File: src/hw/rtl/pru_pkg.sv
`timescale 1ns / 1ps

package pru_pkg;

  // default limits for the top-level parameters
  localparam int DEF_MAX_WIDTH = 1024;
  localparam int DEF_MAX_SCALE = 16;

  // configuration port
  localparam int CFG_IDX_W   = 1;
  localparam int CFG_DATA_W  = 11;
  localparam int SCALE_REG_W = 5;
  localparam int WIDTH_REG_W = 11;

  localparam logic [CFG_IDX_W-1:0] REG_SCALE = 1'b0;
  localparam logic [CFG_IDX_W-1:0] REG_WIDTH = 1'b1;

  // command codes
  localparam logic CMD_PUSH   = 1'b0;
  localparam logic CMD_REPLAY = 1'b1;

  // front-to-back queue
  localparam int QUEUE_DEPTH = 4;
  localparam int QPTR_W      = 2;
  localparam int QCNT_W      = 3;

  typedef struct packed {
    logic [7:0] red;
    logic [7:0] green;
    logic [7:0] blue;
  } pixel_t;

  typedef struct packed {
    logic       command;
    logic [7:0] blue_in;
    logic [7:0] green_in;
    logic [7:0] red_in;
  } in_item_t;

  typedef struct packed {
    logic [7:0] blue_out;
    logic [7:0] green_out;
    logic [7:0] red_out;
    logic       row_end;
    logic [1:0] pad_bytes;
    logic       last;
  } out_item_t;

  // one classified item: pixel to repeat, row marker and row padding
  typedef struct packed {
    pixel_t     pixel;
    logic       row_end;
    logic [1:0] pad;
  } desc_t;

endpackage

File: src/hw/rtl/pru_queue.sv
`timescale 1ns / 1ps

module pru_queue (
  input  logic           clk,
  input  logic           rst_n,
  input  logic           q_push,
  input  pru_pkg::desc_t q_desc,
  output logic           q_full,
  input  logic           q_pop,
  output logic           q_empty,
  output pru_pkg::desc_t q_head
);
  import pru_pkg::*;

  desc_t             slots [QUEUE_DEPTH];
  logic [QPTR_W-1:0] wr_ptr_r;
  logic [QPTR_W-1:0] rd_ptr_r;
  logic [QCNT_W-1:0] cnt_r;

  assign q_full  = (cnt_r == QCNT_W'(QUEUE_DEPTH));
  assign q_empty = (cnt_r == '0);
  assign q_head  = slots[rd_ptr_r];

  always_ff @(posedge clk) begin
    if (!rst_n) begin
      wr_ptr_r <= '0;
      rd_ptr_r <= '0;
      cnt_r    <= '0;
    end else begin
      if (q_push) begin
        wr_ptr_r <= wr_ptr_r + QPTR_W'(1);
      end
      if (q_pop) begin
        rd_ptr_r <= rd_ptr_r + QPTR_W'(1);
      end
      if (q_push && !q_pop) begin
        cnt_r <= cnt_r + QCNT_W'(1);
      end else if (q_pop && !q_push) begin
        cnt_r <= cnt_r - QCNT_W'(1);
      end
    end
  end

  always_ff @(posedge clk) begin
    if (q_push) begin
      slots[wr_ptr_r] <= q_desc;
    end
  end

endmodule

File: config.mk
export PLATFORM = sky130hd
export DESIGN_NAME = pru_queue
export DESIGN_NICKNAME = d
export VERILOG_FILES = /design/src/hw/rtl/pru_pkg.sv /design/src/hw/rtl/pru_queue.sv
export SDC_FILE = /design/constraint.sdc
export NUM_CORES = 1
export LEC_CHECK = 0
export ABC_AREA = 1
export BUFFER_PORTS_ARGS = -buffer_cell sky130_fd_sc_hd__buf_2
export CORE_AREA = 2 2 110 112
export DETAILED_ROUTE_END_ITERATION = 8
export DIE_AREA = 0 0 112 114
export GPL_ROUTABILITY_DRIVEN = 1
export GPL_TIMING_DRIVEN = 0
export PLACE_DENSITY = 0.59
export SLEW_MARGIN = 10
export SYNTH_ARGS = -nofsm -noshare
export SYNTH_HDL_FRONTEND = slang
export SYNTH_SLANG_ARGS = --single-unit
File: constraint.sdc
create_clock -name clk -period 2.1 [get_ports clk]
set_clock_uncertainty 0.2 [all_clocks]
set_input_delay 0.21 -clock clk [delete_from_list [all_inputs] [get_ports clk]]
set_output_delay 0.21 -clock clk [all_outputs]
set_load 0.01 [all_outputs]
# ---- Yosys cells after proc, flatten, opt, wreduce, memory -nomap -nowiden
# Memories as Yosys holds them, arrays and structs flattened. A register that Yosys moved wholly into a read port is not among the register bits.
# Index checks and enable logic that the tools add are counted.
dict set report word_totals {
  memories 1
  reg_bits 7
  out_inout_bits 29
  ramBits 108
  input_bits 31
  word_cells 21
}
# memory words word_bits rd rd_clocked_by_memory_dff wr line_no
set memory_table {}
lappend memory_table {slots 4 27 1 1 1 pru_queue.sv:15} ;# desc_t slots [QUEUE_DEPTH];
dict set report classes {
  n_reduce_logical 6
  eq_ne 1
  add_sub_neg 4
  muxes 6
}
# cell n
set ops {}
lappend ops {{3-bit two-way mux} 2}
lappend ops {{2-bit by 1-bit adder with 2-bit output (second input constant)} 2}
lappend ops {{2-bit two-way mux} 2}
lappend ops {{3-bit by 1-bit adder with 3-bit output (second input constant)} 1}
lappend ops {{3-bit == test (second input constant)} 1}
lappend ops {{3-bit logical NOT} 1}
lappend ops {{3-bit by 1-bit subtractor with 3-bit output (second input constant)} 1}
lappend ops {{1-bit logical AND} 2}
lappend ops {{1-bit logical NOT} 2}
lappend ops {{1-bit two-way mux} 2}
lappend ops {{2-bit nonzero test} 1}

# ---- Logic depth before layout (Yosys ltp)
dict set report depth {
  word_depth 4
  depth_mapped 10
  mapped_depth_nobuf 10
}

# ---- Worst setup path before layout
# OpenSTA, ideal clock, no wires.
dict set report synth_timing {
  kind {register to register}
  from {register wr_ptr_r[0]}
  to {memory slots[2][0] in the netlist's numbering, enable pin}
  setup_ns 0.382
  path_buffers 0
  stages_incl_launch_ff 5
  t_required_ns 1.518
  setup_slack_ns 0.392
  arrival_time_ns 1.127
  synth_period_minus_slack_ns 1.708
  cell_sequence {dfxtp_1 inv_1 ha_1 nand2_1 inv_1}
}
# item line_no
set synth_lines {}
lappend synth_lines {{start, declared} pru_queue.sv:16} ;# logic [QPTR_W-1:0] wr_ptr_r;
lappend synth_lines {{start signal, assigned} pru_queue.sv:31} ;# wr_ptr_r <= wr_ptr_r + QPTR_W'(1);
lappend synth_lines {{end, declared} pru_queue.sv:15}
# Straight into the memory's write port.

==> flow_metrics.py <==
metrics = {
    "outcome": {
        "outcome": "finished clean",
    },
    "routing": {
        "drc": 0,
        "antenna_left": 0,
        "via_count": 2890,
        "vias_per_cell": 4.91,
        "wl_per_cell_um": 16.6,
        "drt-total-wl_um": 9800,
        "firstDrtPassIters": 5,
        "drt_iter0_drc": 140,
    },
    "clock_tree": {
        "clockBufferDepth": 2,
        "clkTransAtPathRegs_ns": 0.05,
        "clockRootBuffer": "clkbuf_16",
        "cts_buffers": 17,
        "cts_tree": "done",
        "postCtsSetupRepairBufs": 0,
        "clock_latency_ns": 0.40,
        "cts.sinks": 117,
        "h-tree-depth": 4,
    },
    "placement": {
        "dpl.hpwl_um": 5500,
        "dpl-instance-area_um2": 4970,
        "dp_cells": 525,
        "gp_congestion": 0.718,
        "io_buffers": 59,
    },
    "timing": {
        "whs_ns": 0.253,
        "max-slew-margin-rel_pct": 52.5,
        "tns_ns": 0,
        "setup_viol": 0,
        "finalCriticalPeriod_ns": 2.04,
        "finalCritPeriodShare_pct": 96.9,
        "fmax_mhz": 491,
        "worstMarginPinSlew_ns": 0.712,
        "slew_violations": 0,
        "hold_violations": 0,
    },
    "synthesis": {
        "seq_area_frac_synth_pct": 76.1,
        "avgSynthCellArea_um2": 14.1,
        "netlist_instances": 319,
        "yosysWarnings": 0,
        "syn-cell-area_um2": 4500,
        "syn_nets": 356,
        "ys_types": 20,
        "ys_ff_latch": 117,
    },
    "pwr": {
        "finalPower_uw": 6340,
        "p_per_area_nw_per_um2": 1060,
        "max-vdd-ir-drop_mv": 0.529,
        "leakage_uw": 0.00220,
    },
    "final_layout": {
        "syn_to_final_growth_pct": 32.4,
        "layout.cells.non_filler": 589,
        "drive_above_1_share_pct": 25.8,
        "num_antenna_cells": 0,
        "num-nets-final": 466,
        "fin_area_um2": 5950,
    },
    "critical_path": {
        "path_class": "flip-flop to primary output",
        "crit_required_ns": 1.69,
        "cp-start-kind": "flip-flop",
        "critPathMaxFanout": 10,
        "cp.arrival_ns": 1.63,
        "r2r_start": "wr_ptr_r[0]",
        "end_kind": "primary output",
    },
    "global_route": {
        "grt_max_degree": 28,
        "grt_use_total_pct": 15.4,
        "grt_pass1_wl_um": 14700,
        "grt_antenna_before_repair": 0,
        "overflow": 0,
        "grt_pass1_vias": 2897,
    },
    "floorplan": {
        "start_util_pct": 38.4,
        "ios": 60,
        "dieArea_um2": 12800,
        "fp.dieW_um": 112,
        "num_rows": 40,
        "die_y_um": 114,
        "coreArea_um2": 11700,
    },
    "min_path": {
        "hold_path.class": "flip-flop to flip-flop",
        "min-delay-start": "rd_ptr_r[1]",
    },
    "job": {
        "drv_cap": 0,
    },
}
[sequential cells by signal, summed over array words and instances, names as in the netlist, named ones only]
| signal | cells |
|---|---|
| rd_ptr_r | 2 |
| slots | 108 |
| wr_ptr_r | 2 |
| cnt_r | 3 |
[final timing paths]
path	endpoint	slack (ns)	cells past startpoint
max	q_head[11]	0.06	5
min	rd_ptr_r[1]	0.25	1
max reg2reg	slots[2][13]	0.23	4
min reg2reg	rd_ptr_r[1]	0.25	1
[layout by cell type, fill, tap and decap left out, drive strengths merged]
master / n
bufinv: 5
o22ai: 27
nor2: 59
fa: 1
dfxtp: 9
nand3: 1
ha: 5
nand2: 9
dlygate4sd3: 30
o21ai: 60
nor3: 2
buf: 70
a21oi: 4
clkbuf: 23
clkinvlp: 5
nand4: 1
inv: 15
clkinv: 8
edfxtp: 108
[layer usage]
metal | wire, um | up-vias | track usage, %
li1 | - | 1403 | -
met1 | 4330 | 1406 | 18.5
met2 | 4900 | 73 | 26.0
met3 | 463 | 8 | 4.99
met4 | 105 | 0 | 6.26
met5 | 0 | - | 0
[stage by stage]
| stage | worst slack [ns] | utilization [%] |
|---|---|---|
| after floorplan | 0.392 | - |
| after global placement | -0.118 | 42.5 |
| after detailed placement | -0.0814 | 42.5 |
| after CTS | 0.0159 | 50.5 |
| after global routing | -0.000959 | 50.8 |
| final | 0.0641 | 50.8 |
[critical path: stages (launching register included)]
cell	delay (ns)
dfxtp_1	0.34
buf_6	0.16
clkbuf_4	0.21
o21ai_0	0.12
o22ai_1	0.22
buf_2	0.17
[cells in the mapped netlist, drive strengths merged]
master | instances | share of area (%)
a21oi | 4 | 0.45
buf | 15 | 3.1
clkbuf | 1 | 0.17
clkinv | 1 | 0.19
dfxtp | 9 | 4.0
edfxtp | 108 | 72
fa | 1 | 0.45
ha | 5 | 1.4
inv | 16 | 1.5
nand2 | 9 | 0.75
nand3 | 1 | 0.11
nand4 | 1 | 0.14
nor2 | 59 | 4.9
nor3 | 2 | 0.22
o21ai | 60 | 6.7
o22ai | 27 | 3.8
[area by class of cell]
| type | instances | area [um2] |
|---|---|---|
| multi-input combinational | 169 | 855 |
| buffer | 16 | 158 |
| fill | 988 | 5760 |
| inverter | 17 | 83.8 |
| clock inverter | 14 | 208 |
| timing repair buffer | 89 | 596 |
| timing repair inverter | 2 | 15.0 |
| tap | 147 | 184 |
| sequential | 117 | 3420 |
| clock buffer | 18 | 429 |
[cells by family (layout without fill, tap and decap cells)]
kind of cell | Yosys count | in the layout | share of synthesized area, %
AND/OR/NAND/NOR | 72 | 72 | 6.15
AO/OA/AOI/OAI | 91 | 91 | 10.9
flip-flops | 117 | 117 | 76.1
buffers and inverters | 33 | 156 | 4.98
adder cells (fa/ha/maj) | 6 | 6 | 1.84
[what timing repair did]
item | CTS | global route
setup endpoints to repair | 54 | 49
hold buffers | 30 | 0
hold endpoints to repair | 117 | 0
gates resized for setup | 2 | 7
pin swaps | 0 | 1
cloned | 0 | 2
[where the power goes]
group / internal (uW) / switching (uW)
sequential: 2660 / 29.8
combinational: 229 / 348
clock: 2100 / 973
Power figures use the tool's default switching activity.
