--- config.mk ---
export PLATFORM = sky130hd
export DESIGN_NAME = pru_back
export DESIGN_NICKNAME = d
export VERILOG_FILES = /design/src/hw/rtl/pru_pkg.sv /design/src/hw/rtl/pru_back.sv
export SDC_FILE = /design/constraint.sdc
export NUM_CORES = 1
export LEC_CHECK = 0
export ABC_CLOCK_PERIOD_IN_PS = 3090
export BUFFER_PORTS_ARGS = -buffer_cell sky130_fd_sc_hd__buf_2
export CAP_MARGIN = 20
export CORE_MARGIN = 2
export CORE_UTILIZATION = 48
export CTS_CLUSTER_SIZE = 25
export DETAILED_ROUTE_END_ITERATION = 10
export MAX_ROUTING_LAYER = met4
export PLACE_DENSITY = 0.79
export SYNTH_ARGS = -nofsm -noshare
export SYNTH_HDL_FRONTEND = slang
export SYNTH_SLANG_ARGS = --single-unit
--- constraint.sdc ---
create_clock -name clk -period 3.09 [get_ports clk]
set_clock_uncertainty 0.05 [all_clocks]
set_input_delay 0.4635 -clock clk [delete_from_list [all_inputs] [get_ports clk]]
set_output_delay 0.4635 -clock clk [all_outputs]
set_load 0.01 [all_outputs]
--- src/hw/rtl/pru_pkg.sv ---
`timescale 1ns / 1ps

package pru_pkg;

  // default limits for the top-level parameters
  localparam int DEF_MAX_WIDTH = 1024;
  localparam int DEF_MAX_SCALE = 16;

  // configuration port
  localparam int CFG_IDX_W   = 1;
  localparam int CFG_DATA_W  = 11;
  localparam int SCALE_REG_W = 5;
  localparam int WIDTH_REG_W = 11;

  localparam logic [CFG_IDX_W-1:0] REG_SCALE = 1'b0;
  localparam logic [CFG_IDX_W-1:0] REG_WIDTH = 1'b1;

  // command codes
  localparam logic CMD_PUSH   = 1'b0;
  localparam logic CMD_REPLAY = 1'b1;

  // front-to-back queue
  localparam int QUEUE_DEPTH = 4;
  localparam int QPTR_W      = 2;
  localparam int QCNT_W      = 3;

  typedef struct packed {
    logic [7:0] red;
    logic [7:0] green;
    logic [7:0] blue;
  } pixel_t;

  typedef struct packed {
    logic       command;
    logic [7:0] blue_in;
    logic [7:0] green_in;
    logic [7:0] red_in;
  } in_item_t;

  typedef struct packed {
    logic [7:0] blue_out;
    logic [7:0] green_out;
    logic [7:0] red_out;
    logic       row_end;
    logic [1:0] pad_bytes;
    logic       last;
  } out_item_t;

  // one classified item: pixel to repeat, row marker and row padding
  typedef struct packed {
    pixel_t     pixel;
    logic       row_end;
    logic [1:0] pad;
  } desc_t;

endpackage

--- src/hw/rtl/pru_back.sv ---
`timescale 1ns / 1ps

module pru_back #(
  parameter int MAX_SCALE = pru_pkg::DEF_MAX_SCALE
) (
  input  logic                             clk,
  input  logic                             rst_n,
  input  logic [$clog2(MAX_SCALE + 1)-1:0] eff_s,
  input  logic                             q_empty,
  input  pru_pkg::desc_t                   q_head,
  output logic                             q_pop,
  output logic                             out_empty,
  input  logic                             out_pop,
  output pru_pkg::out_item_t               out_data
);
  import pru_pkg::*;

  localparam int SCL_W = $clog2(MAX_SCALE + 1);

  logic             act_valid_r;
  logic [SCL_W-1:0] act_rem_r;
  desc_t            act_desc_r;
  logic             out_valid_r;
  out_item_t        out_r;

  logic             slot_free;
  logic             emit;
  logic             final_copy;
  logic [SCL_W-1:0] src_cnt;
  desc_t            src;

  // the item in progress has priority; otherwise the queue head starts directly
  assign src        = act_valid_r ? act_desc_r : q_head;
  assign src_cnt    = act_valid_r ? act_rem_r : eff_s;
  assign final_copy = (src_cnt == SCL_W'(1));
  assign slot_free  = !out_valid_r || out_pop;
  assign emit       = slot_free && (act_valid_r || !q_empty);
  assign q_pop      = emit && !act_valid_r;

  assign out_empty = !out_valid_r;
  assign out_data  = out_r;

  always_ff @(posedge clk) begin
    if (!rst_n) begin
      act_valid_r <= 1'b0;
      out_valid_r <= 1'b0;
    end else begin
      out_valid_r <= emit || (out_valid_r && !out_pop);
      if (emit) begin
        if (act_valid_r) begin
          if (final_copy) begin
            act_valid_r <= 1'b0;
          end
        end else if (!final_copy) begin
          act_valid_r <= 1'b1;
        end
      end
    end
  end

  always_ff @(posedge clk) begin
    if (emit) begin
      act_rem_r <= src_cnt - SCL_W'(1);
      if (!act_valid_r) begin
        act_desc_r <= q_head;
      end
      out_r.blue_out  <= src.pixel.blue;
      out_r.green_out <= src.pixel.green;
      out_r.red_out   <= src.pixel.red;
      out_r.row_end   <= final_copy && src.row_end;
      out_r.pad_bytes <= final_copy ? src.pad : 2'b00;
      out_r.last      <= final_copy;
    end
  end

endmodule

; ---- Yosys cells after proc, flatten, opt, wreduce, memory -nomap -nowiden
; Cells that the tools add are included.
[classes]
add_sub_neg = 1
n_eq_ne = 1
mux = 3
n_reduce_logical = 12
bitwise_logic = 1
[ops]
columns = op, n
row1 = $mux W19, 1
row2 = $eq A5 B1 Y1 const B, 1
row3 = $mux W5, 1
row4 = $sub A5 B1 Y5 const B, 1
row5 = $logic_and A1 B1 Y1, 4
row6 = $logic_not A1 Y1, 4
row7 = $logic_or A1 B1 Y1, 3
row8 = $reduce_and A2 Y1, 1
row9 = $mux W1, 1
row10 = $not A1 Y1, 1
[word_totals]
out_inout_bits = 30
ff_bits = 38
word_cells = 29

; ---- Longest topological paths before layout
; Gate-level depths: netlist of run 1.
[depth]
word_depth = 4
depth_mapped = 6

; ---- Least setup slack after synthesis of run 1
; OpenSTA, ideal clock, no wires.
[synth_timing]
path_type = register to output
from = reg act_valid_r
to = out q_pop
required_ps = 2576
path_stages_with_launch = 4
t_arrival_ps = 2569
n_path_buf = 2
setup_slack_ps = 7
path_cell_list = dfxtp_1 > buf_6 > clkbuf_1 > nor3_1
[synth_via]
elab_chain_len = 3
word_cells_on_any_way = 4
cone_classes = reduce/logical: 4
[synth_rtl]
columns = element, line
row1 = start: declaration, pru_back.sv:20  ; logic act_valid_r;
row2 = start signal: assignment, pru_back.sv:45  ; act_valid_r <= 1'b0;
row3 = start signal: assignment, pru_back.sv:52  ; act_valid_r <= 1'b0;
row4 = start signal: assignment, pru_back.sv:55  ; act_valid_r <= 1'b1;
row5 = $logic_or A1 B1 Y1, pru_back.sv:37  ; assign emit = slot_free && (act_valid_r || !q_empty);
row6 = $logic_and A1 B1 Y1, pru_back.sv:37
row7 = $logic_and A1 B1 Y1 *, pru_back.sv:38  ; assign q_pop = emit && !act_valid_r;
row8 = end: declaration, pru_back.sv:11  ; output logic q_pop,
; Every way passes the cells marked *; elsewhere a longest branch is shown, timed or not.

; ---- Worst setup path in the final report of run 1
[layout_timing]
from = reg act_valid_r
to = reg act_rem_r[4], data pin
[layout_via]
elab_chain_len = 2
[layout_rtl]
columns = element, line
row1 = $mux W5, pru_back.sv:34  ; assign src_cnt = act_valid_r ? act_rem_r : eff_s;
row2 = $sub A5 B1 Y5, pru_back.sv:63  ; act_rem_r <= src_cnt - SCL_W'(1);
row3 = end signal: assignment, pru_back.sv:63
row4 = end: declaration, pru_back.sv:21  ; logic [SCL_W-1:0] act_rem_r;
; Every way passes these cells.
; A chain may end at the register's enable or synchronous reset.

==> impl_metrics.yaml, run 1 <==
clock_tree:
  total_number_of_clock_tree_sinks: 38
  clk_path_buf_depth: 2
  postCtsHoldBufs: 0
  clock_tree_from_tritoncts: "yes"
  cts_root_buf: "sky130_fd_sc_hd__clkbuf_4"
  cts_htree_levels: 2
  clk_pin_slew_worst_paths_ns: 0.12
  worstSkewPairLatency_ns: 0.33
  cts_resized: 0
  cts_setup_buffers: 0
  cts_made_buffers: 5
sta:
  final-setup-viol-count: 0
  maxSlewViolCount: 0
  setup-tns-final_ns: 0
  rsz0062_at_grt: "false"
  timing.final.crit_share: 0.7067
  worst_slew_margin_rel: 0.6035
  final_worst_path_period_need_ns: 2.184
  worstMarginPinSlew_ns: 0.5939
  timing_hold_violations_final: 0
  fmaxAchievable_ghz: 0.4580
placement:
  hpwlAfterDp_mm: 2.203
  dpl.cell_count: 200
  place_congestion: 0.8127
  port-buffer-count: 65
logic_synthesis:
  yosysUniqueCellTypes: 24
  postSynthCellCount: 114
  ffs_latches_synth: 38
  async_reset_ff_frac: 0
  syn_area_per_cell_um2: 15.06
  netlist_top_cells_area: "sky130_fd_sc_hd__edfxtp_1 (63%), sky130_fd_sc_hd__buf_4 (11%), sky130_fd_sc_hd__nor2b_1 (7.3%)"
  synth-edff-count: 36
  synth_flop_cell: "sky130_fd_sc_hd__edfxtp_1"
  yosys_warns: 0
  synth_seq_area_share: 0.6531
  yosys.area.top_type_share: 0.6297
  post_synth_instance_area_um2: 1717
  synthesis.nets: 152
  synth_top_cell_by_area: "sky130_fd_sc_hd__edfxtp_1"
pwr:
  p_comb_frac: 0.128
  netSwitchingPower_uw: 261.6
  switching_share: 0.2171
  static-leakage-power_nw: 0.8540
  sequential_group_share_of_total_power: 0.533
  largest_vdd_supply_drop_v: 0.0003033
  internal_power_uw: 943.1
  p_clk_frac: 0.340
  power_density_nw_per_um2: 594.7
setup_path:
  worstSetupEndpointType: "register"
  crit_arrival_ns: 2.22
  worst-r2r-cell-count: 5
  critical_path.max_fanout: 18
  regToRegSetupSlack_ns: 0.91
  regToRegEndpoint: "act_rem_r[4]$_DFFE_PP_"
  worstPathRequired_ns: 3.13
  critical_path.reg2reg.startpoint: "act_valid_r$_SDFFE_PN0P_"
  worst_setup_path_startpoint: "act_valid_r$_SDFFE_PN0P_"
  crit_slowest_cell: "sky130_fd_sc_hd__dfxtp_1"
  cp_slowest_stage_delay_ns: 0.71
  setup.worst_path.class: "register to register"
  critPathLaunchType: "register"
  path_cells: "buf_4 > mux2i_1 > ha_1 > o21ai_1 > xor2_1"
die:
  die_y_um: 63.80
  die_width_um: 63.80
  die-area_um2: 4070
  core.rowCount: 21
  pin_count: 66
  floorplan.initialDensity: 0.5065
  design.core.area_um2: 3390
job:
  drv.max_cap_violation_count: 0
cells_and_area:
  post_route_cells_drive_above_1_share: 0.5153
  stdcell_count: 209
  insertedDiodeCount: 0
  number_of_fill_cells: 285
  final_nets: 200
  area_growth_syn_to_layout_pct: 18.00
global_routing:
  number_of_global_route_vias_before_repair: 1000
  grt_start_max_net_pins: 26
  global_route_wire_length_before_repair_mm: 4.705
  global_route.usage.total: 0.1621
  grt_remaining_overflow: 0
  grt_antenna_before_repair: 0
drt:
  wl_per_cell_um: 13.78
  detailroute.via_count: 974
  antenna_left: 0
  drc: 0
  finalWirelength_mm: 2.881
  detail_route.vias_per_cell: 4.660
  drt-initial-drc-count: 70
  drt_pass1_iterations: 4
min_path:
  hold_path_end: "act_desc_r[26]$_DFFE_PP_"
  timing.hold.worst.class: "primary input to register"
  timing.hold.worst_path_depth: 1
  timing.hold.worst.start: "q_head[26]"
run_status:
  run_status: "finished, final reports clean"
-- through the flow --
stage / util / worst slack (ns) / power [mW] / hold WS, ns / instance area [µm²]
after global routing: 0.5976 / 0.7408 / 1.261 / 0.2114 / 2026
after detailed placement: 0.5655 / 0.8837 / 0.8085 / 0.5189 / 1917
after global placement: 0.5655 / 1.005 / 0.7999 / 0.5052 / 1917
after floorplan: - / 0.007352 / 0.7681 / 0.4845 / 1717
final: 0.5976 / 0.9064 / 1.205 / 0.2378 / 2026
after CTS: 0.5954 / 0.8757 / 1.218 / 0.2230 / 2018
-- area by class of cell --
type	instances	area, µm²	share of cell area
Sequential cell	38	1121	0.5534
Multi-Input combinational cell	43	375.4	0.1853
Timing Repair Buffer	68	347.8	0.1717
Clock inverter	3	63.81	0.03150
Tap cell	46	57.56	0.02841
Clock buffer	5	37.54	0.01853
Inverter	6	22.52	0.01112
-- power by group through the flow --
stage / logic [mW] / registers [mW] / clock network (mW)
2_1_floorplan: 0.119 / 0.649 / 0
3_3_place_gp: 0.147 / 0.653 / 0
3_5_place_dp: 0.153 / 0.655 / 0
4_1_cts: 0.154 / 0.643 / 0.421
5_1_grt: 0.169 / 0.648 / 0.444
6_report: 0.154 / 0.642 / 0.409
-- kinds of logic after synthesis --
logic type | count (synthesis) | synth area share
AOI/OAI and AO/OA | 6 | 0.03206
xor gates and xnor gates | 3 | 0.01531
adders and majority gates | 2 | 0.01457
buffers and inverters | 33 | 0.1312
DFF | 38 | 0.6531
muxes | 8 | 0.05831
and+or+nand+nor | 24 | 0.09548
-- synthesized netlist by cell type (2+ instances only) --
library cell / number
sky130_fd_sc_hd__mux2i_1: 3
sky130_fd_sc_hd__xor2_1: 2
sky130_fd_sc_hd__mux2_2: 3
sky130_fd_sc_hd__inv_1: 6
sky130_fd_sc_hd__dfxtp_1: 2
sky130_fd_sc_hd__buf_4: 25
sky130_fd_sc_hd__edfxtp_1: 36
sky130_fd_sc_hd__nor2b_1: 20
sky130_fd_sc_hd__ha_1: 2
-- per-layer routing --
metal	routed length, µm	up-vias	global-route usage
li1	-	466	-
met1	1106	457	0.1872
met2	1467	45	0.2526
met3	261	6	0.06514
met4	46	0	0.06522
met5	0	-	-
-- how the worst max path moves through the flow --
stage                           endpoint
2_1_floorplan                      q_pop
3_3_place_gp       out_data[3]$_DFFE_PP_
3_5_place_dp      act_rem_r[4]$_DFFE_PP_
4_1_cts           act_rem_r[4]$_DFFE_PP_
5_1_grt        out_data[1]$_SDFFCE_PN0P_
6_report          act_rem_r[4]$_DFFE_PP_
-- registers in the layout (all words and copies together), names as in the netlist --
signal       count
act_desc_r      11
act_valid_r      1
out_valid_r      1
out_data        20
act_rem_r        5
-- placed cells by master, fill, tap and decap left out --
cell,Yosys,routed
sky130_fd_sc_hd__o31a_1,1,1
sky130_fd_sc_hd__buf_2,0,65
sky130_fd_sc_hd__a21oi_1,1,1
sky130_fd_sc_hd__o211ai_4,1,1
sky130_fd_sc_hd__nor3_2,0,1
sky130_fd_sc_hd__bufinv_16,0,2
sky130_fd_sc_hd__ha_1,2,2
sky130_fd_sc_hd__clkinv_1,0,1
sky130_fd_sc_hd__o211a_1,1,1
sky130_fd_sc_hd__mux2i_2,1,1
sky130_fd_sc_hd__edfxtp_1,36,36
sky130_fd_sc_hd__mux2i_1,3,3
sky130_fd_sc_hd__inv_1,6,6
sky130_fd_sc_hd__mux2_2,3,3
sky130_fd_sc_hd__clkbuf_4,0,5
sky130_fd_sc_hd__buf_4,25,3
sky130_fd_sc_hd__dfxtp_1,2,2
sky130_fd_sc_hd__o21ai_0,1,1
sky130_fd_sc_hd__xor2_1,2,2
sky130_fd_sc_hd__nor3_4,1,1
sky130_fd_sc_hd__nor2b_1,20,20
sky130_fd_sc_hd__nor3b_2,1,1
sky130_fd_sc_hd__xnor2_1,1,1
sky130_fd_sc_hd__o21ai_1,1,1
sky130_fd_sc_hd__nand3_1,1,1
sky130_fd_sc_hd__mux2i_4,1,1
-- worst max-delay path, delay by kind of cell, from the launching register on --
kind	cells	cell delay, ns
buf+inv	1	0.33
flops	1	0.71
fa+ha+maj	1	0.25
mux	1	0.32
xor+xnor	1	0.16
compound gates	1	0.10
Note: power is estimated with default switching activity, not from simulation.
==> run 2: changes to the inputs <==
--- a/config.mk
+++ b/config.mk
@@ -5,15 +5,15 @@
 export SDC_FILE = /design/constraint.sdc
 export NUM_CORES = 1
 export LEC_CHECK = 0
-export ABC_CLOCK_PERIOD_IN_PS = 3090
+export ABC_CLOCK_PERIOD_IN_PS = 1800
 export BUFFER_PORTS_ARGS = -buffer_cell sky130_fd_sc_hd__buf_2
 export CAP_MARGIN = 20
 export CORE_MARGIN = 2
-export CORE_UTILIZATION = 48
+export CORE_UTILIZATION = 43
 export CTS_CLUSTER_SIZE = 25
 export DETAILED_ROUTE_END_ITERATION = 10
 export MAX_ROUTING_LAYER = met4
-export PLACE_DENSITY = 0.79
+export PLACE_DENSITY = 0.74
 export SYNTH_ARGS = -nofsm -noshare
 export SYNTH_HDL_FRONTEND = slang
 export SYNTH_SLANG_ARGS = --single-unit
==> constraint.sdc (replaced) <==
create_clock -name clk -period 1.8 [get_ports clk]
set_clock_uncertainty 0.05 [all_clocks]
set_input_delay 0.27 -clock clk [delete_from_list [all_inputs] [get_ports clk]]
set_output_delay 0.27 -clock clk [all_outputs]
set_load 0.01 [all_outputs]
==> run 2 against run 1 <==
Critical path depth is 2 lower; sequential cell count stayed put; register-to-register slack worse by 0.68 ns; critical path type is now register to output pin; largest cell class unchanged; largest power group unchanged; highest routed layer unchanged.
==> impl_metrics.yaml, run 2 (synthesized netlist as in run 1, its figures left out) <==
min_path:
  timing.hold.worst_path_depth: 1
  hold_path_end: "act_desc_r[25]$_DFFE_PP_"
  timing.hold.worst.start: "q_head[25]"
  timing.hold.worst.class: "primary input to register"
setup_path:
  worst-r2r-cell-count: 4
  setup.worst_path.class: "register to output pin"
  critical_path.reg2reg.startpoint: "act_valid_r$_SDFFE_PN0P_"
  critical-path-top-delay-family: "buffers and inverters"
  path_cells: "buf_4 > nor3_4 > buf_2"
  crit_arrival_ns: 1.28
  critical_path.n_buffers_inverters: 2
  cp_slowest_stage_delay_ns: 0.36
  worstSetupEndpointType: "output pin"
  crit_slowest_cell: "sky130_fd_sc_hd__dfxtp_1"
  regToRegSetupSlack_ns: 0.23
  critical_path.max_fanout: 15
  critPathLaunchType: "register"
  regToRegEndpoint: "act_rem_r[3]$_DFFE_PP_"
  worstPathRequired_ns: 1.48
clock_tree:
  cts_made_buffers: 5
  cts_setup_buffers: 0
  total_number_of_clock_tree_sinks: 38
  worstSkewPairLatency_ns: 0.28
  cts_htree_levels: 2
  clk_pin_slew_worst_paths_ns: 0.07
  postCtsHoldBufs: 0
  clock_tree_from_tritoncts: "yes"
  cts_root_buf: "sky130_fd_sc_hd__clkbuf_8"
  cts_resized: 0
  clk_path_buf_depth: 2
drt:
  finalWirelength_mm: 2.847
  drt-initial-drc-count: 41
  drc: 0
  drt_pass1_iterations: 4
  antenna_left: 0
  detail_route.vias_per_cell: 4.553
  detailroute.via_count: 979
  wl_per_cell_um: 13.24
pwr:
  power_density_nw_per_um2: 997.3
  static-leakage-power_nw: 0.8808
  largest_vdd_supply_drop_v: 0.0005969
  p_comb_frac: 0.138
  finalPower_mw: 2.066
  internal_power_mw: 1.610
  netSwitchingPower_uw: 456.3
  p_clk_frac: 0.332
  sequential_group_share_of_total_power: 0.530
  switching_share: 0.2208
sta:
  fmaxAchievable_ghz: 0.6253
  worst_slew_margin_rel: 0.7108
  maxSlewViolCount: 0
  timing_hold_violations_final: 0
  post-route-worst-setup-slack_ns: 0.2008
  worstMarginPinSlew_ns: 0.4330
  timing.final.crit_share: 0.8884
  final-setup-viol-count: 0
  setup-tns-final_ns: 0
  rsz0062_at_grt: "false"
  hold-worst-slack_ns: 0.1051
  final_worst_path_period_need_ns: 1.599
global_routing:
  grt_start_max_net_pins: 16
  grt_antenna_before_repair: 0
  grt_remaining_overflow: 0
  global_route_wire_length_before_repair_mm: 4.271
  number_of_global_route_vias_before_repair: 973
  global_route.usage.total: 0.1407
cells_and_area:
  insertedDiodeCount: 0
  largest_register_ff_count: 20
  most_frequent_standard_cell_in_the_layout_excluding_fill_and_tap_cells: "sky130_fd_sc_hd__buf_2"
  final_nets: 204
  area_growth_syn_to_layout_pct: 20.70
  post_route_cells_drive_above_1_share: 0.5329
  most_frequent_cells_in_the_layout: "sky130_fd_sc_hd__buf_2 (65), sky130_fd_sc_hd__edfxtp_1 (36), sky130_fd_sc_hd__nor2b_1 (20), sky130_fd_sc_hd__buf_4 (7), sky130_fd_sc_hd__inv_1 (6)"
die:
  pin_count: 66
  floorplan.initialDensity: 0.4586
  die_y_um: 67.19
  design.core.area_um2: 3744
  die_width_um: 67.19
  die-area_um2: 4514
  core.rowCount: 22
placement:
  place_congestion: 0.6686
  pre_cts_ws_ns: 0.2447
  port-buffer-count: 65
  hpwlAfterDp_mm: 2.215
job:
  drv.max_cap_violation_count: 0
run_status:
  run_status: "finished, final reports clean"
-- run 2: cell count changes in the layout (fill, tap and decap cells not counted) --
cell and delta:
sky130_fd_sc_hd__clkbuf_8 +5, sky130_fd_sc_hd__clkinv_2 +2, sky130_fd_sc_hd__nor3_2 -1, sky130_fd_sc_hd__nor3_4 +1, sky130_fd_sc_hd__clkbuf_4 -5, sky130_fd_sc_hd__buf_4 +4, sky130_fd_sc_hd__bufinv_16 -1, sky130_fd_sc_hd__clkinv_1 -1
-- run 2: worst max-delay path by stage --
stage	depth (start not counted)	to	slack (ns)	from
6_report	3	q_pop	0.20	act_valid_r$_SDFFE_PN0P_
3_5_place_dp	4	act_rem_r[3]$_DFFE_PP_	0.24	act_valid_r$_SDFFE_PN0P_
5_1_grt	3	q_pop	0.11	act_valid_r$_SDFFE_PN0P_
4_1_cts	3	q_pop	0.16	act_valid_r$_SDFFE_PN0P_
2_1_floorplan	3	act_desc_r[19]$_DFFE_PP_	0.006	act_valid_r$_SDFFE_PN0P_
3_3_place_gp	4	act_rem_r[4]$_DFFE_PP_	0.30	act_valid_r$_SDFFE_PN0P_
-- run 2: per-stage QoR --
stage / cell area, µm² / instances / utilization
after floorplan: 1732 / 114 / -
after global placement: 1963 / 207 / 0.5244
after detailed placement: 1963 / 207 / 0.5244
after CTS: 2072 / 215 / 0.5535
after global routing: 2072 / 215 / 0.5535
final: 2072 / 215 / 0.5535
-- run 2: layer usage --
metal	wire [µm]	part of all wire	vias to the layer above	GRT usage
li1	-	-	475	-
met1	1078	0.38	450	0.1433
met2	1441	0.51	49	0.2376
met3	279	0.098	5	0.05500
met4	47	0.017	0	0.06633
met5	0	0	-	-
-- run 2: final cells by class --
class / count / area (µm²)
Sequential cell: 38 / 1121
Timing Repair Buffer: 72 / 377.9
Multi-Input combinational cell: 43 / 381.6
Fill cell: 329 / 1672
Clock buffer: 5 / 68.82
Tap cell: 48 / 60.06
Inverter: 6 / 22.52
Clock inverter: 3 / 40.04
-- run 2: power by group through the flow --
stage          combinational (mW)  sequential, mW  clock [mW]
2_1_floorplan               0.210            1.11           0
3_3_place_gp                0.280            1.11           0
3_5_place_dp                0.288            1.11           0
4_1_cts                     0.290            1.10       0.706
5_1_grt                     0.316            1.10       0.742
6_report                    0.286            1.09       0.686
==> run 3: changes to the inputs <==
--- a/config.mk
+++ b/config.mk
@@ -13,7 +13,7 @@
 export CTS_CLUSTER_SIZE = 25
 export DETAILED_ROUTE_END_ITERATION = 10
 export MAX_ROUTING_LAYER = met4
-export PLACE_DENSITY = 0.74
+export PLACE_DENSITY = 0.71
 export SYNTH_ARGS = -nofsm -noshare
 export SYNTH_HDL_FRONTEND = slang
 export SYNTH_SLANG_ARGS = --single-unit
==> run 3 against run 2 <==
Register-to-register slack about the same; critical path depth increased by 1; power decreased by 6.9%; non-clock buffer count unchanged; wire length decreased by 6.6%; setup slack got worse by 0.11 ns; sequential power about the same; global-route usage decreased by 1.1 points; largest cell class unchanged; largest power group unchanged; highest routed layer unchanged.
==> impl_metrics.yaml, run 3 (synthesized netlist as in run 1, its figures left out) <==
sta:
  timing.final.crit_share: 0.9473
  maxSlewViolCount: 0
  hold-worst-slack_ns: 0.1138
  fmaxAchievable_ghz: 0.5865
  worst_slew_margin_rel: 0.7247
  setup-tns-final_ns: 0
  worstMarginPinSlew_ns: 0.4121
  final_worst_path_period_need_ns: 1.705
  final-setup-viol-count: 0
  timing_hold_violations_final: 0
  rsz0062_at_grt: "false"
cells_and_area:
  most_frequent_cells_in_the_layout: "sky130_fd_sc_hd__buf_2 (65), sky130_fd_sc_hd__edfxtp_1 (36), sky130_fd_sc_hd__nor2b_1 (20), sky130_fd_sc_hd__inv_1 (6), sky130_fd_sc_hd__clkbuf_8 (5)"
  utilization: 0.5551
  stdcell_count: 215
  insertedDiodeCount: 0
  area_growth_syn_to_layout_pct: 21.06
  most_frequent_standard_cell_in_the_layout_excluding_fill_and_tap_cells: "sky130_fd_sc_hd__buf_2"
  largest_register_ff_count: 20
  post_route_cells_drive_above_1_share: 0.5210
  final_nets: 204
pwr:
  p_clk_frac: 0.276
  power_density_nw_per_um2: 925.2
  finalPower_mw: 1.923
  switching_share: 0.2297
  netSwitchingPower_uw: 441.6
  internal_power_mw: 1.481
  static-leakage-power_nw: 0.8768
  largest_vdd_supply_drop_v: 0.0004069
  p_comb_frac: 0.155
  sequential_group_share_of_total_power: 0.569
setup_path:
  regToRegSetupSlack_ns: 0.23
  regToRegEndpoint: "act_rem_r[3]$_DFFE_PP_"
  critPathLaunchType: "register"
  setup.worst_path.class: "register to output pin"
  critical_path.n_buffers_inverters: 3
  worst-r2r-cell-count: 4
  path_cells: "buf_6 > nor3_4 > buf_12 > buf_2"
  critical-path-top-delay-family: "buffers and inverters"
  critical_path.max_fanout: 15
  worstPathRequired_ns: 1.48
  crit_slowest_cell: "sky130_fd_sc_hd__dfxtp_1"
  setup.worst_path.end: "q_pop"
  cp.depth: 4
  crit_arrival_ns: 1.39
  worstSetupEndpointType: "output pin"
  critical_path.reg2reg.startpoint: "act_valid_r$_SDFFE_PN0P_"
  worst_setup_path_startpoint: "act_valid_r$_SDFFE_PN0P_"
  cp_slowest_stage_delay_ns: 0.36
placement:
  place_congestion: 0.6916
  port-buffer-count: 65
  dpl.cell_count: 205
  hpwlAfterDp_mm: 1.981
die:
  floorplan.initialDensity: 0.4586
  core.rowCount: 22
  die-area_um2: 4514
  design.core.area_um2: 3744
  die_y_um: 67.19
  die_width_um: 67.19
  pin_count: 66
clock_tree:
  clk_pin_slew_worst_paths_ns: 0.07
  clk_path_buf_depth: 2
  cts_made_buffers: 5
  postCtsHoldBufs: 0
  clock_tree_from_tritoncts: "yes"
  cts_htree_levels: 2
  cts_root_buf: "sky130_fd_sc_hd__clkbuf_8"
  worstSkewPairLatency_ns: 0.28
  total_number_of_clock_tree_sinks: 38
global_routing:
  grt_antenna_before_repair: 0
  grt_start_max_net_pins: 26
  global_route_wire_length_before_repair_mm: 3.953
  number_of_global_route_vias_before_repair: 904
  global_route.usage.total: 0.1293
  grt_remaining_overflow: 0
min_path:
  timing.hold.worst.start: "q_head[23]"
  timing.hold.worst.class: "primary input to register"
job:
  drv.max_cap_violation_count: 0
drt:
  drt-initial-drc-count: 64
  drt_pass1_iterations: 4
  detail_route.vias_per_cell: 4.391
  drc: 0
  wl_per_cell_um: 12.36
  finalWirelength_mm: 2.658
  antenna_left: 0
  detailroute.via_count: 944
run_status:
  run_status: "finished, final reports clean"
## run 3: worst min-delay path by stage
| stage | endpoint | slack [ns] | cells after the start |
|---|---|---|---|
| final | act_desc_r[23]$_DFFE_PP_ | 0.11 | 1 |
| after global placement | act_desc_r[20]$_DFFE_PP_ | 0.40 | 1 |
| after global routing | act_desc_r[23]$_DFFE_PP_ | 0.09 | 1 |
| after detailed placement | act_desc_r[23]$_DFFE_PP_ | 0.40 | 1 |
| after CTS | act_desc_r[23]$_DFFE_PP_ | 0.1 | 1 |
| after floorplan | act_desc_r[19]$_DFFE_PP_ | 0.32 | 0 |
## run 3: cell type report
class / instances / area [µm²]
clock buffers: 6 / 72.57
multi-input cells: 43 / 381.6
repair buffers: 72 / 411.6
well taps: 48 / 60.06
fillers: 345 / 1665
inverters: 6 / 22.52
clock inverters: 2 / 8.758
flip-flops and latches: 38 / 1121
## run 3: what timing repair did
action / in CTS / in global routing
setup buffers: 0 / 1
setup endpoints to repair: 0 / 1
resized for setup: 0 / 1
## run 3: routing by layer
layer / share of wire / track usage / vias up
li1: - / - / 474
met1: 0.42 / 0.1479 / 421
met2: 0.47 / 0.1980 / 44
met3: 0.095 / 0.05333 / 5
met4: 0.016 / 0.06122 / 0
met5: 0 / - / -
## run 3: through the flow
step,worst slack (ns),instance area (µm²)
global route,0.004967,2078
CTS,0.02414,2042
detailed placement,0.2421,1961
floorplan,0.006057,1732
global placement,0.3004,1961
finish,0.09493,2078
## run 3: power groups by stage
| stage | clock network, mW | registers, mW | logic (mW) |
|---|---|---|---|
| 3_3_place_gp | 0 | 1.11 | 0.280 |
| 2_1_floorplan | 0 | 1.11 | 0.210 |
| 3_5_place_dp | 0 | 1.11 | 0.286 |
| 6_report | 0.530 | 1.09 | 0.298 |
| 4_1_cts | 0.555 | 1.10 | 0.288 |
| 5_1_grt | 0.599 | 1.10 | 0.330 |
